--- src/hdl/dehvd_pkg.sv ---
`timescale 1ns / 1ps
`default_nettype none
// ----------------------------------------------------------------------------
// dehvd_pkg
// Shared types, widths and helpers for the exception-header value decoder.
// ----------------------------------------------------------------------------
package dehvd_pkg;

    localparam int unsigned ValueWidth = 64;
    localparam int unsigned ByteWidth  = 8;
    localparam int unsigned EncWidth   = 8;
    localparam int unsigned CountWidth = 8;
    localparam int unsigned SizeWidth  = 4;
    localparam int unsigned CfgIdxWidth = 2;
    localparam int unsigned QueueDepth  = 2;

    // Configuration register indexes.
    localparam logic [CfgIdxWidth-1:0] CFG_LITTLE_ENDIAN = 2'd0;
    localparam logic [CfgIdxWidth-1:0] CFG_WIDE_WORDS    = 2'd1;
    localparam logic [CfgIdxWidth-1:0] CFG_DATA_BASE     = 2'd2;

    // Format nibble codes.
    localparam logic [3:0] FMT_WORD    = 4'h0;
    localparam logic [3:0] FMT_ULEB128 = 4'h1;
    localparam logic [3:0] FMT_UDATA2  = 4'h2;
    localparam logic [3:0] FMT_UDATA4  = 4'h3;
    localparam logic [3:0] FMT_UDATA8  = 4'h4;
    localparam logic [3:0] FMT_SLEB128 = 4'h9;
    localparam logic [3:0] FMT_SDATA2  = 4'ha;
    localparam logic [3:0] FMT_SDATA4  = 4'hb;
    localparam logic [3:0] FMT_SDATA8  = 4'hc;

    // Application (base) nibble codes.
    localparam logic [3:0] APP_PCREL   = 4'h1;
    localparam logic [3:0] APP_DATAREL = 4'h3;

    localparam logic [CountWidth-1:0] CountMax = '1;
    localparam logic [CountWidth-1:0] LebMaxChunks = 8'd10;

    // One finished datum handed from the front end to the back end.
    typedef struct packed {
        logic                  omit;
        logic [ValueWidth-1:0] acc;
        logic [CountWidth-1:0] count;
        logic [EncWidth-1:0]   enc;
        logic [ValueWidth-1:0] addr;
        logic [SizeWidth-1:0]  fsize;
        logic                  wide;
    } t_dehvd_item;

    function automatic logic fmt_known(input logic [3:0] fmt);
        logic r;
        case (fmt)
            FMT_WORD, FMT_ULEB128, FMT_UDATA2, FMT_UDATA4, FMT_UDATA8,
            FMT_SLEB128, FMT_SDATA2, FMT_SDATA4, FMT_SDATA8: r = 1'b1;
            default: r = 1'b0;
        endcase
        return r;
    endfunction

    function automatic logic fmt_is_leb(input logic [3:0] fmt);
        return (fmt == FMT_ULEB128) || (fmt == FMT_SLEB128);
    endfunction

    function automatic logic [SizeWidth-1:0] fixed_size(input logic [3:0] fmt,
                                                        input logic wide);
        logic [SizeWidth-1:0] r;
        case (fmt[2:0])
            FMT_UDATA2[2:0]: r = 4'd2;
            FMT_UDATA4[2:0]: r = 4'd4;
            FMT_UDATA8[2:0]: r = 4'd8;
            default:         r = wide ? 4'd8 : 4'd4;
        endcase
        return r;
    endfunction

endpackage
`default_nettype wire

--- src/hdl/dehvd_front.sv ---
`timescale 1ns / 1ps
`default_nettype none
// ----------------------------------------------------------------------------
// dehvd_front
// Takes one stream byte per cycle unless the queue is full, classifies the
// encoding, assembles the raw datum and queues each done or omitted datum.
// ----------------------------------------------------------------------------
module dehvd_front import dehvd_pkg::*; (
    input  wire logic                  i_clk,
    input  wire logic                  i_rst_n,
    input  wire logic                  i_in_valid,
    input  wire logic                  i_queue_full,
    input  wire logic [ByteWidth-1:0]  i_data_byte,
    input  wire logic [EncWidth-1:0]   i_encoding,
    input  wire logic [ValueWidth-1:0] i_datum_address,
    input  wire logic                  i_little_endian,
    input  wire logic                  i_wide_words,
    output logic                       o_push,
    output t_dehvd_item                o_item
);

    logic                  r_busy;
    logic [EncWidth-1:0]   r_enc;
    logic [ValueWidth-1:0] r_addr;
    logic [ValueWidth-1:0] r_acc;
    logic [CountWidth-1:0] r_cnt;

    logic                  start;
    logic [EncWidth-1:0]   enc_eff;
    logic [ValueWidth-1:0] addr_eff;
    logic [ValueWidth-1:0] acc_eff;
    logic [CountWidth-1:0] cnt_eff;
    logic [3:0]            fmt;
    logic                  omit;
    logic                  is_leb;
    logic [SizeWidth-1:0]  fsize;
    logic [5:0]            leb_shift;
    logic [ValueWidth-1:0] n_acc;
    logic [CountWidth-1:0] n_cnt;
    logic [CountWidth:0]   cnt_plus;
    logic                  done;
    logic                  accept;

    always_comb begin
        start    = !r_busy;
        enc_eff  = start ? i_encoding : r_enc;
        addr_eff = start ? i_datum_address : r_addr;
        acc_eff  = start ? '0 : r_acc;
        cnt_eff  = start ? '0 : r_cnt;
        fmt      = enc_eff[3:0];
        omit     = start && !fmt_known(fmt);
        is_leb   = fmt_is_leb(fmt);
        fsize    = fixed_size(fmt, i_wide_words);
        leb_shift = 6'(cnt_eff[3:0]) * 6'd7;
        cnt_plus = {1'b0, cnt_eff} + 9'd1;
        n_acc    = acc_eff;
        if (is_leb) begin
            if (cnt_eff < LebMaxChunks) begin
                n_acc = acc_eff | ({57'd0, i_data_byte[6:0]} << leb_shift);
            end
            done = !i_data_byte[7];
        end else begin
            if (i_little_endian) begin
                // Bytes past the eighth fall off the top of the word.
                if (cnt_eff < 8'd8) begin
                    n_acc = acc_eff | ({56'd0, i_data_byte} << {cnt_eff[2:0], 3'b000});
                end
            end else begin
                n_acc = {acc_eff[ValueWidth-9:0], i_data_byte};
            end
            done = cnt_plus >= {5'd0, fsize};
        end
        n_cnt  = (cnt_eff < CountMax) ? cnt_plus[CountWidth-1:0] : cnt_eff;
        accept = i_in_valid && !i_queue_full;
    end

    always_ff @(posedge i_clk) begin
        if (!i_rst_n) begin
            r_busy <= 1'b0;
        end else if (accept && !omit) begin
            r_busy <= !done;
        end
    end

    always_ff @(posedge i_clk) begin
        if (accept && !omit) begin
            r_enc  <= enc_eff;
            r_addr <= addr_eff;
            r_acc  <= n_acc;
            r_cnt  <= n_cnt;
        end
    end

    always_comb begin
        o_push       = accept && (omit || done);
        o_item.omit  = omit;
        o_item.acc   = n_acc;
        o_item.count = n_cnt;
        o_item.enc   = enc_eff;
        o_item.addr  = addr_eff;
        o_item.fsize = fsize;
        o_item.wide  = i_wide_words;
    end

endmodule
`default_nettype wire

--- src/hdl/dehvd_queue.sv ---
`timescale 1ns / 1ps
`default_nettype none
// ----------------------------------------------------------------------------
// dehvd_queue
// Two-entry queue between the front end and the back end.
// ----------------------------------------------------------------------------
module dehvd_queue import dehvd_pkg::*; #(
    parameter int unsigned DEPTH = QueueDepth
) (
    input  wire logic  i_clk,
    input  wire logic  i_rst_n,
    input  wire logic  i_push,
    input  wire t_dehvd_item i_item,
    input  wire logic  i_pop,
    output logic       o_full,
    output logic       o_valid,
    output t_dehvd_item o_item
);

    localparam int unsigned PtrWidth = (DEPTH > 1) ? $clog2(DEPTH) : 1;
    localparam int unsigned CntWidth = $clog2(DEPTH + 1);
    localparam logic [PtrWidth-1:0] PtrLast = PtrWidth'(DEPTH - 1);

    t_dehvd_item         r_mem [DEPTH];
    logic [PtrWidth-1:0] r_wr;
    logic [PtrWidth-1:0] r_rd;
    logic [CntWidth-1:0] r_cnt;
    logic                do_pop;

    assign o_full  = (r_cnt == CntWidth'(DEPTH));
    assign o_valid = (r_cnt != '0);
    assign o_item  = r_mem[r_rd];
    assign do_pop  = i_pop && o_valid;

    always_ff @(posedge i_clk) begin
        if (!i_rst_n) begin
            r_wr  <= '0;
            r_rd  <= '0;
            r_cnt <= '0;
        end else begin
            if (i_push) begin
                r_wr <= (r_wr == PtrLast) ? '0 : r_wr + 1'b1;
            end
            if (do_pop) begin
                r_rd <= (r_rd == PtrLast) ? '0 : r_rd + 1'b1;
            end
            if (i_push && !do_pop) begin
                r_cnt <= r_cnt + 1'b1;
            end else if (do_pop && !i_push) begin
                r_cnt <= r_cnt - 1'b1;
            end
        end
    end

    always_ff @(posedge i_clk) begin
        if (i_push) begin
            r_mem[r_wr] <= i_item;
        end
    end

endmodule
`default_nettype wire

--- src/hdl/dehvd_back.sv ---
`timescale 1ns / 1ps
`default_nettype none
// ----------------------------------------------------------------------------
// dehvd_back
// Sign-extends or masks a finished datum, adds its base, and holds the
// result word in the output register until the receiver takes it.
// ----------------------------------------------------------------------------
module dehvd_back import dehvd_pkg::*; (
    input  wire logic                   i_clk,
    input  wire logic                   i_rst_n,
    input  wire logic                   i_q_valid,
    input  wire t_dehvd_item            i_item,
    input  wire logic [ValueWidth-1:0]  i_data_base,
    input  wire logic                   i_out_stall,
    output logic                        o_pop,
    output logic                        o_out_valid,
    output logic [ValueWidth-1:0]       o_value,
    output logic                        o_negative,
    output logic [CountWidth-1:0]       o_bytes_used
);

    logic                  r_valid;
    logic [ValueWidth-1:0] r_value;
    logic                  r_neg;
    logic [CountWidth-1:0] r_bytes;

    logic [3:0]            fmt;
    logic                  fmt_signed;
    logic [5:0]            sh;
    logic [ValueWidth-1:0] res;
    logic [ValueWidth-1:0] base;
    logic [ValueWidth-1:0] sum64;
    logic [31:0]           sum32;
    logic [ValueWidth-1:0] n_value;
    logic                  n_neg;

    always_comb begin
        fmt        = i_item.enc[3:0];
        fmt_signed = fmt[3];
        sh         = 6'(i_item.count[3:0]) * 6'd7;
        res        = i_item.acc;
        if (fmt_is_leb(fmt)) begin
            // Short SLEB128 values extend from their last chunk's top bit.
            if (fmt == FMT_SLEB128 && i_item.count <= 8'd9 && i_item.count != 8'd0) begin
                if (res[sh - 6'd1]) begin
                    res = res | ({ValueWidth{1'b1}} << sh);
                end
            end
        end else if (i_item.fsize == 4'd2) begin
            res = {{48{fmt_signed && res[15]}}, res[15:0]};
        end else if (i_item.fsize == 4'd4) begin
            res = {{32{fmt_signed && res[31]}}, res[31:0]};
        end

        case (i_item.enc[7:4])
            APP_PCREL:   base = i_item.addr;
            APP_DATAREL: base = i_data_base;
            default:     base = '0;
        endcase

        sum64 = res + base;
        sum32 = res[31:0] + base[31:0];
        if (i_item.omit) begin
            n_value = '0;
            n_neg   = 1'b0;
        end else if (i_item.wide) begin
            n_value = sum64;
            n_neg   = fmt_signed && sum64[ValueWidth-1];
        end else begin
            n_neg   = fmt_signed && sum32[31];
            n_value = {{32{n_neg}}, sum32};
        end

        o_pop = i_q_valid && (!r_valid || !i_out_stall);
    end

    always_ff @(posedge i_clk) begin
        if (!i_rst_n) begin
            r_valid <= 1'b0;
        end else if (o_pop) begin
            r_valid <= 1'b1;
        end else if (!i_out_stall) begin
            r_valid <= 1'b0;
        end
    end

    always_ff @(posedge i_clk) begin
        if (o_pop) begin
            r_value <= n_value;
            r_neg   <= n_neg;
            r_bytes <= i_item.omit ? '0 : i_item.count;
        end
    end

    assign o_out_valid  = r_valid;
    assign o_value      = r_value;
    assign o_negative   = r_neg;
    assign o_bytes_used = r_bytes;

endmodule
`default_nettype wire

--- src/hdl/dwarf_eh_value_decoder_core.sv ---
`timescale 1ns / 1ps
`default_nettype none
// ----------------------------------------------------------------------------
// dwarf_eh_value_decoder_core
// Decodes exception-header encoded values (LEB128 and fixed-size formats,
// with pc-relative and data-relative bases) from a byte stream.
// Input channel: one stream byte per word, with the encoding byte and datum
// address sampled alongside the first byte of each datum. A word is taken
// when i_in_valid is high and o_in_stall is low. An omitted or unknown
// encoding seen at the start of a datum consumes nothing from the datum
// and yields a zero result with bytes_used of zero.
// Output channel: one result word per datum, taken when o_out_valid is
// high and i_out_stall is low; a stalled result holds its value.
// Throughput: one byte per cycle while o_in_stall is low, set by the front
// end's accumulator loop. A datum goes through the queue and output register.
// A two-entry queue parts the front end from the back end; o_in_stall rises
// only when the queue is full, i.e. when the receiver has stalled.
// Configuration: write index 0 little_endian, 1 wide_words, 2 data_base,
// only while the block is idle; o_cfg_ready is always high.
// Reset: synchronous, active low; clears control state and sets the defaults.
// ----------------------------------------------------------------------------
module dwarf_eh_value_decoder_core import dehvd_pkg::*; #(
    parameter int unsigned QUEUE_DEPTH = QueueDepth
) (
    input  wire logic                   i_clk,
    input  wire logic                   i_rst_n,
    input  wire logic                   i_in_valid,
    output logic                        o_in_stall,
    input  wire logic [ByteWidth-1:0]   i_data_byte,
    input  wire logic [EncWidth-1:0]    i_encoding,
    input  wire logic [ValueWidth-1:0]  i_datum_address,
    output logic                        o_out_valid,
    input  wire logic                   i_out_stall,
    output logic [ValueWidth-1:0]       o_value,
    output logic                        o_negative,
    output logic [CountWidth-1:0]       o_bytes_used,
    input  wire logic                   i_cfg_valid,
    output logic                        o_cfg_ready,
    input  wire logic [CfgIdxWidth-1:0] i_cfg_index,
    input  wire logic [ValueWidth-1:0]  i_cfg_data
);

    logic                  r_little_endian;
    logic                  r_wide_words;
    logic [ValueWidth-1:0] r_data_base;

    logic        queue_full;
    logic        push;
    logic        pop;
    logic        q_valid;
    t_dehvd_item front_item;
    t_dehvd_item q_item;

    assign o_cfg_ready = 1'b1;
    assign o_in_stall  = queue_full;

    always_ff @(posedge i_clk) begin
        if (!i_rst_n) begin
            r_little_endian <= 1'b1;
            r_wide_words    <= 1'b1;
            r_data_base     <= '0;
        end else if (i_cfg_valid && o_cfg_ready) begin
            case (i_cfg_index)
                CFG_LITTLE_ENDIAN: r_little_endian <= i_cfg_data[0];
                CFG_WIDE_WORDS:    r_wide_words    <= i_cfg_data[0];
                CFG_DATA_BASE:     r_data_base     <= i_cfg_data;
                default:           ;
            endcase
        end
    end

    dehvd_front u_front (
        .i_clk           (i_clk),
        .i_rst_n         (i_rst_n),
        .i_in_valid      (i_in_valid),
        .i_queue_full    (queue_full),
        .i_data_byte     (i_data_byte),
        .i_encoding      (i_encoding),
        .i_datum_address (i_datum_address),
        .i_little_endian (r_little_endian),
        .i_wide_words    (r_wide_words),
        .o_push          (push),
        .o_item          (front_item)
    );

    dehvd_queue #(
        .DEPTH (QUEUE_DEPTH)
    ) u_queue (
        .i_clk   (i_clk),
        .i_rst_n (i_rst_n),
        .i_push  (push),
        .i_item  (front_item),
        .i_pop   (pop),
        .o_full  (queue_full),
        .o_valid (q_valid),
        .o_item  (q_item)
    );

    dehvd_back u_back (
        .i_clk        (i_clk),
        .i_rst_n      (i_rst_n),
        .i_q_valid    (q_valid),
        .i_item       (q_item),
        .i_data_base  (r_data_base),
        .i_out_stall  (i_out_stall),
        .o_pop        (pop),
        .o_out_valid  (o_out_valid),
        .o_value      (o_value),
        .o_negative   (o_negative),
        .o_bytes_used (o_bytes_used)
    );

endmodule
`default_nettype wire

--- config.mk ---
export PLATFORM = sky130hd
export DESIGN_NAME = dwarf_eh_value_decoder_core
export DESIGN_NICKNAME = d
export VERILOG_FILES = /design/src/hdl/dehvd_pkg.sv /design/src/hdl/dehvd_front.sv /design/src/hdl/dehvd_queue.sv /design/src/hdl/dehvd_back.sv /design/src/hdl/dwarf_eh_value_decoder_core.sv
export SDC_FILE = /design/constraint.sdc
export NUM_CORES = 1
export LEC_CHECK = 0
export ABC_CLOCK_PERIOD_IN_PS = 16200
export BUFFER_PORTS_ARGS = -buffer_cell sky130_fd_sc_hd__buf_4
export CAP_MARGIN = 20
export CORE_MARGIN = 2
export CORE_UTILIZATION = 60
export DETAILED_ROUTE_END_ITERATION = 12
export PLACE_DENSITY = 0.84
export SKIP_CTS_REPAIR_TIMING = 1
export SYNTH_ARGS = -nofsm -noshare
export SYNTH_HDL_FRONTEND = slang
export SYNTH_SLANG_ARGS = --single-unit
--- constraint.sdc ---
create_clock -name i_clk -period 16.2 [get_ports i_clk]
set_input_delay 0.81 -clock i_clk [delete_from_list [all_inputs] [get_ports i_clk]]
set_output_delay 0.81 -clock i_clk [all_outputs]
set_load 0.05 [all_outputs]
==> impl_metrics.yaml, run 1 <==
clock_tree:
  htree_num_levels: 2
  cts_root_buf: "clkbuf_16"
  clock_path_buffers: 3
  cts_num_sinks: 588
  clk_pin_slew_ps: 60
  numCtsBuffers: 57
  cts_tree: "done"
  insertion_delay_ps: 630
worst_setup_path:
  rr_worst_depth: 26
  endpoint_kind: "flop"
  cp.required_ps: 16570
  critPathMaxStageDelay_ps: 920
  crit_path_start_kind: "flop"
  cp.arrival_ps: 10730
  slowest_stage: "dfxtp_4"
  crit_fanout: 115
  rrSetupSlack_ps: 5840
  crit_type: "flop to flop"
  rr_endpoint: "u_back.o_value[57]$_SDFFCE_PP0P_"
logic_synthesis:
  yosysTopAreaCell: "edfxtp_1"
  yosysUniqueCellTypes: 88
  synth_edf_count: 515
  syn_inst: 2925
  synth_fp_nets: 3174
  synth_seq_cells: 588
  seq_area_frac_synth: 0.526
  avgSynthCellArea_um2: 11.0
  synth_area_leaders: "edfxtp_1 (48%), mux2i_1 (5.7%), dfxtp_1 (4.5%)"
  synth_flop_cell: "edfxtp_1"
  synth_top_area_share: 0.481
  yosysWarnings: 0
  syn_area_mm2: 0.0322
  synthArstFlopShare: 0
place:
  portBuffers: 225
  dpl.cell_count: 3664
  place_congestion: 0.967
  dpl.hpwl_um: 73800
floorplan:
  initial_core_util: 0.610
  pin_count: 227
  rows: 84
  core_mm2: 0.0528
  die_h_um: 236
  dieArea_mm2: 0.0555
  die_x_um: 236
sta:
  fin_tns_setup_ps: 0
  finalSetupViolCount: 0
  fin_skew_ps: 29.0
  fin_crit_sh: 0.639
  rsz0062_at_grt: "no"
  tightest_slew_ps: 1080
  final.min_clock_period_ps: 10360
  drv_slew: 0
  final-hold-violation-count: 0
  slew_headroom: 0.269
  max_freq_mhz: 96.6
route:
  num_vias: 25300
  vias_per_cell: 6.71
  ant_nets: 0
  wl_um: 103000
  drtPass1Iterations: 7
  drtIter0Drc: 2976
  drc: 0
  post_drt_wl_per_cell_um: 27.2
power:
  leakage_nw: 13.4
  irDropWorstVdd_v: 0.000139
  power_per_cell_area_mw_per_mm2: 199
layout:
  areaGrowthSynthToFinish_pct: 12.1
  nets: 3286
  drive_above_1_share: 0.166
  final_cells: 3774
min_path:
  whs_endpoint: "r_data_base[26]$_SDFFE_PN0P_"
  hp-start: "i_cfg_data[26]"
  hp-class: "primary input to flop"
  hold_depth: 3
global_routing:
  grt_pass1_wl_um: 154000
  grt_overflow: 0
  grt_pass1_vias: 24600
  grt_util_all_layers: 0.364
  antenna_found_initial: 1
  grt_max_degree: 129
status:
  outcome: "completed"
job:
  max_cap_viol_count: 0
[synthesized netlist by cell type, drive strengths merged, types with 62 or more instances]
library cell,instances
o21ai,140
inv,62
a21boi,72
a31oi,79
a21oi,242
mux2i,185
mux2,115
nand2,281
a211oi,80
clkbuf,167
dfxtp,73
a221oi,71
ha,89
nor2,248
edfxtp,515
[kinds of logic after synthesis]
group                    count (synthesis)  share of synthesized area
AO/OA/AOI/OAI                          834                      0.168
AND/OR/NAND/NOR                        739                      0.102
flip-flops                             588                      0.526
multiplexers                           311                      0.106
buffers and inverters                  277                     0.0360
adder cells (fa/ha/maj)                 98                     0.0402
XOR/XNOR                                77                     0.0212
other                                    1                   0.000117
[per-layer routing]
metal / track usage / part of all wire / wire, um / vias up
met1: 0.473 / 0.39 / 40000 / 12400
li1: - / - / - / 11200
met2: 0.602 / 0.47 / 48700 / 1454
met4: 0.177 / 0.057 / 5880 / 0
met3: 0.0522 / 0.079 / 8070 / 271
met5: 0 / 0 / 0 / -
[worst max path at each step]
| stage | to | slack (ps) |
|---|---|---|
| 2_1_floorplan | u_queue.r_wr$_SDFFE_PN0P_ | 2270 |
| 3_3_place_gp | u_back.o_negative$_SDFFCE_PP0P_ | 6200 |
| 3_5_place_dp | u_back.o_value[63]$_SDFFCE_PP0P_ | 6060 |
| 4_1_cts | u_back.o_value[63]$_SDFFCE_PP0P_ | 6030 |
| 5_1_grt | u_back.o_negative$_SDFFCE_PP0P_ | 5140 |
| 6_report | u_back.o_value[57]$_SDFFCE_PP0P_ | 5840 |
[worst max-delay path: cells and delay by family (launching register included)]
kind | cells | cell delay [ps]
AOI/OAI and AO/OA | 12 | 3510
adders and majority gates | 4 | 2020
and+or+nand+nor | 6 | 1770
DFF | 1 | 920
buffers and inverters | 2 | 920
muxes | 1 | 630
xor gates and xnor gates | 1 | 210
[power by group]
part	total, mW	switching (mW)	internal, mW	leakage (nW)
clock network	1.30	0.569	0.731	0.888
logic	3.52	2.45	1.07	7.08
registers	2.34	0.186	2.15	5.45
total	7.16	3.21	3.95	13.4
[layout by cell type (no fill, tap or decap), types with 10 or more instances in the layout]
| cell | instances |
|---|---|
| o211ai_1 | 10 |
| nor3_1 | 27 |
| o21a_1 | 15 |
| mux2i_1 | 182 |
| mux4_2 | 11 |
| dfxtp_1 | 70 |
| a21oi_1 | 242 |
| o21bai_1 | 12 |
| inv_1 | 59 |
| a211oi_1 | 80 |
| xor2_1 | 41 |
| clkinv_1 | 10 |
| mux2_2 | 114 |
| ha_1 | 89 |
| edfxtp_1 | 515 |
| a21boi_0 | 71 |
| or3_1 | 11 |
| and2_0 | 10 |
| a221oi_1 | 71 |
| a31oi_1 | 77 |
| and3_1 | 15 |
| nor2b_1 | 32 |
| nand2_1 | 281 |
| xnor2_1 | 35 |
| o21ai_0 | 135 |
| nor2_1 | 246 |
| and2_1 | 22 |
| nand3_1 | 29 |
| clkbuf_1 | 19 |
| clkbuf_16 | 58 |
| buf_4 | 261 |
| a21o_1 | 35 |
| nand4_1 | 16 |
[stage by stage]
stage               total power, mW  cell area, um2  setup WS (ps)  hold slack [ps]   util
floorplan                      4.70           32200           2270              444      -
global placement               5.74           34200           6200              452  0.648
detailed placement             5.78           34200           6060              460  0.648
CTS                            7.08           36000           6030              444  0.683
global route                   7.47           36000           5140              450  0.683
finish                         7.16           36000           5840              462  0.683
[state kept, by name (all words and copies together), names as in the netlist, named ones only]
signal and count:
u_queue.r_rd 1, u_front.r_acc 64, u_back.o_bytes_used 8, u_back.o_out_valid 1
r_data_base 64, u_back.o_negative 1, u_queue.r_wr 1, r_little_endian 1
u_front.r_busy 1, u_back.o_value 64, u_front.r_addr 64, u_front.r_enc 8
u_queue.r_mem 298, r_wide_words 1, u_queue.r_cnt 2, u_front.r_cnt 8
[area by class of cell]
class	count	area (um2)
multi-input cells	2060	14100
diodes	1	2.50
well taps	688	861
fillers	3793	16700
flip-flops and latches	588	16900
clock inverters	22	193
repair buffers	265	2030
clock buffers	85	1630
inverters	65	249
Note: power is estimated with default switching activity, not from simulation.
==> run 2, diff against run 1 <==
- ABC_AREA: not set -> 1
- ABC_CLOCK_PERIOD_IN_PS: 16200 -> 8400
- CORE_UTILIZATION: 60 -> 56
- PLACE_DENSITY: 0.84 -> 0.83
- clock period: 16.2 -> 8.4 ns (I/O delays scaled with it)
==> impl_metrics.yaml, run 2 <==
worst_setup_path:
  critPathTopFamily: "compound AO/OA/AOI/OAI gates"
  cp.depth: 33
  cp_common_cell: "inv_1"
  rrSetupSlack_ps: 640
  endpoint_kind: "flop"
  crit_path_end: "u_back.o_value[34]$_SDFFCE_PP0P_"
  critPathMaxStageDelay_ps: 560
  crit_fanout: 19
  critPathBufInv: 9
  cp.required_ps: 8720
  cp.arrival_ps: 8080
  crit_type: "flop to flop"
  rr_endpoint: "u_back.o_value[34]$_SDFFCE_PP0P_"
  rr_worst_depth: 33
  slowest_stage: "fa_1"
  crit_path_start_kind: "flop"
floorplan:
  core_mm2: 0.0578
  dieArea_mm2: 0.0605
  initial_core_util: 0.567
  pin_count: 227
  die_h_um: 246
  die_x_um: 246
  rows: 88
route:
  ant_nets: 0
  num_vias: 29200
  vias_per_cell: 6.10
  wl_um: 109000
  drtIter0Drc: 3435
  drc: 0
  drtPass1Iterations: 6
  post_drt_wl_per_cell_um: 22.8
sta:
  worst_slack_ps: 638
  rsz0062_at_grt: "no"
  final.min_clock_period_ps: 7760
  finalSetupViolCount: 0
  max_freq_mhz: 129
  drv_slew: 0
  tightest_slew_ps: 1130
  fin_tns_setup_ps: 0
  fin_crit_sh: 0.924
  slew_headroom: 0.241
  fin_skew_ps: 47.5
  final-hold-violation-count: 0
power:
  leakage_nw: 15.2
  swShare: 0.486
  power_per_cell_area_mw_per_mm2: 411
  pwr-share-seq: 0.295
  irDropWorstVdd_v: 0.000308
  power_frac_clock: 0.173
  combinationalPowerShare: 0.532
  finalPower_mw: 15.2
  p_int_mw: 7.84
  p_switching_mw: 7.41
place:
  place_congestion: 1.01
  dpl-instance-area_mm2: 0.0351
  dpl.hpwl_um: 79000
  pre_cts_ws_ps: 843
  portBuffers: 225
logic_synthesis:
  synth_seq_cells: 588
  syn_inst: 3848
  synth_area_leaders: "edfxtp_1 (47%), nand2_1 (12%), o21ai_0 (4.8%)"
  synth_edf_count: 515
  synth_common_cells: "nand2_1 (1055), edfxtp_1 (515), nor2_1 (336)"
  yosysWarnings: 0
  synthArstFlopShare: 0
  synth_flop_cell: "edfxtp_1"
  synth_fp_nets: 4097
  yosysUniqueCellTypes: 57
  syn_area_mm2: 0.0328
  yosysTopAreaCell: "edfxtp_1"
  synth_most_common_cell: "nand2_1"
  synth_top_area_share: 0.472
  seq_area_frac_synth: 0.516
  avgSynthCellArea_um2: 8.52
global_routing:
  grt_max_degree: 137
  grt_overflow: 0
  grt_pass1_wl_um: 163000
  grt_util_all_layers: 0.356
  antenna_found_initial: 3
  grt_pass1_vias: 27500
clock_tree:
  insertion_delay_ps: 650
  cts_tree: "done"
  numCtsBuffers: 58
  clk_pin_slew_ps: 60
  cts_num_sinks: 588
  cts_root_buf: "clkbuf_16"
  htree_num_levels: 2
  clock_path_buffers: 3
layout:
  mostFrequentLayoutCells: "nand2_1 (1055), edfxtp_1 (515), nor2_1 (333)"
  final_common_cell: "nand2_1"
  areaGrowthSynthToFinish_pct: 13.0
  utilization: 0.641
  diodes: 0
  drive_above_1_share: 0.122
  nets: 4226
  fin_area_mm2: 0.0370
  largest_register: "u_queue.r_mem"
  largest_reg_flops: 298
job:
  max_cap_viol_count: 0
min_path:
  hp-class: "primary input to flop"
status:
  outcome: "completed"
==> run 2: cell types whose count changed after synthesis, sizes merged, moves of 63 or more <==
cell / previous run / this run
a211oi: 80 / 1
a21boi: 72 / 9
a221oi: 71 / 4
inv: 62 / 247
mux2: 115 / 0
mux2i: 185 / 7
nand2: 281 / 1059
nand3: 29 / 293
nor2: 248 / 339
o211ai: 11 / 103
o21ai: 140 / 329
or2: 8 / 87
==> run 2: cell type report <==
type                    count  area (um2)
clock buffers              73        1600
inverters                 251         945
multi-input cells        2801       14100
repair buffers            277        2150
flip-flops and latches    588       16900
clock inverters            35         349
fillers                  4815       20800
well taps                 765         957
==> run 2: kinds of logic (layout without fill, tap and decap cells) <==
kind of cell / count (synthesis) / after routing / share of synthesized area
AO/OA/AOI/OAI: 828 / 828 / 0.145
adder cells (fa/ha/maj): 98 / 98 / 0.0395
multiplexers: 7 / 7 / 0.00214
XOR/XNOR: 37 / 37 / 0.0101
buffers and inverters: 459 / 636 / 0.0553
AND/OR/NAND/NOR: 1830 / 1830 / 0.232
flip-flops: 588 / 588 / 0.516
other: 1 / 1 / 0.000114
==> run 2: power by group through the flow <==
stage / registers, mW / clock network [mW] / logic, mW
global route: 4.54 / 2.77 / 8.71
detailed placement: 4.54 / 0 / 7.86
floorplan: 5.17 / 0 / 4.62
CTS: 4.49 / 2.65 / 7.91
finish: 4.49 / 2.64 / 8.11
global placement: 4.51 / 0 / 7.87
==> run 2: routing by layer <==
| metal | GRT usage | wire length [um] | vias up |
|---|---|---|---|
| li1 | - | - | 13500 |
| met1 | 0.468 | 42400 | 13800 |
| met2 | 0.581 | 51500 | 1575 |
| met3 | 0.0515 | 9330 | 299 |
| met4 | 0.169 | 5900 | 4 |
| met5 | 0 | 24 | - |
==> run 2: how the worst min path moves through the flow <==
| stage | from | to | slack (ps) | cells after the start |
|---|---|---|---|---|
| 2_1_floorplan | r_data_base[1]$_SDFFE_PN0P_ | r_data_base[1]$_SDFFE_PN0P_ | 420 | 2 |
| 3_3_place_gp | u_queue.r_rd$_SDFFE_PN0P_ | u_queue.r_rd$_SDFFE_PN0P_ | 440 | 1 |
| 3_5_place_dp | u_queue.r_rd$_SDFFE_PN0P_ | flop | 430 | 1 |
| 4_1_cts | i_cfg_data[11] | r_data_base[11]$_SDFFE_PN0P_ | 10 | 3 |
| 5_1_grt | i_cfg_data[11] | r_data_base[11]$_SDFFE_PN0P_ | 30 | 3 |
| 6_report | i_cfg_data[11] | r_data_base[11]$_SDFFE_PN0P_ | 30 | 3 |
==> run 2: through the flow <==
step           hold slack (ps)  std cells
2_1_floorplan              425       3848
3_3_place_gp               435       4681
3_5_place_dp               433       4681
4_1_cts                   11.1       4789
5_1_grt                   34.4       4790
6_report                  29.6       4790
==> run 2: worst register-to-register path, delay by kind of cell (launching register included) <==
kind                     cells  cell delay [ps]
AND/OR/NAND/NOR             10             1740
XOR/XNOR                     1              230
AO/OA/AOI/OAI                9             2030
buffers and inverters        9             1430
adder cells (fa/ha/maj)      4             1560
flip-flops                   1              460
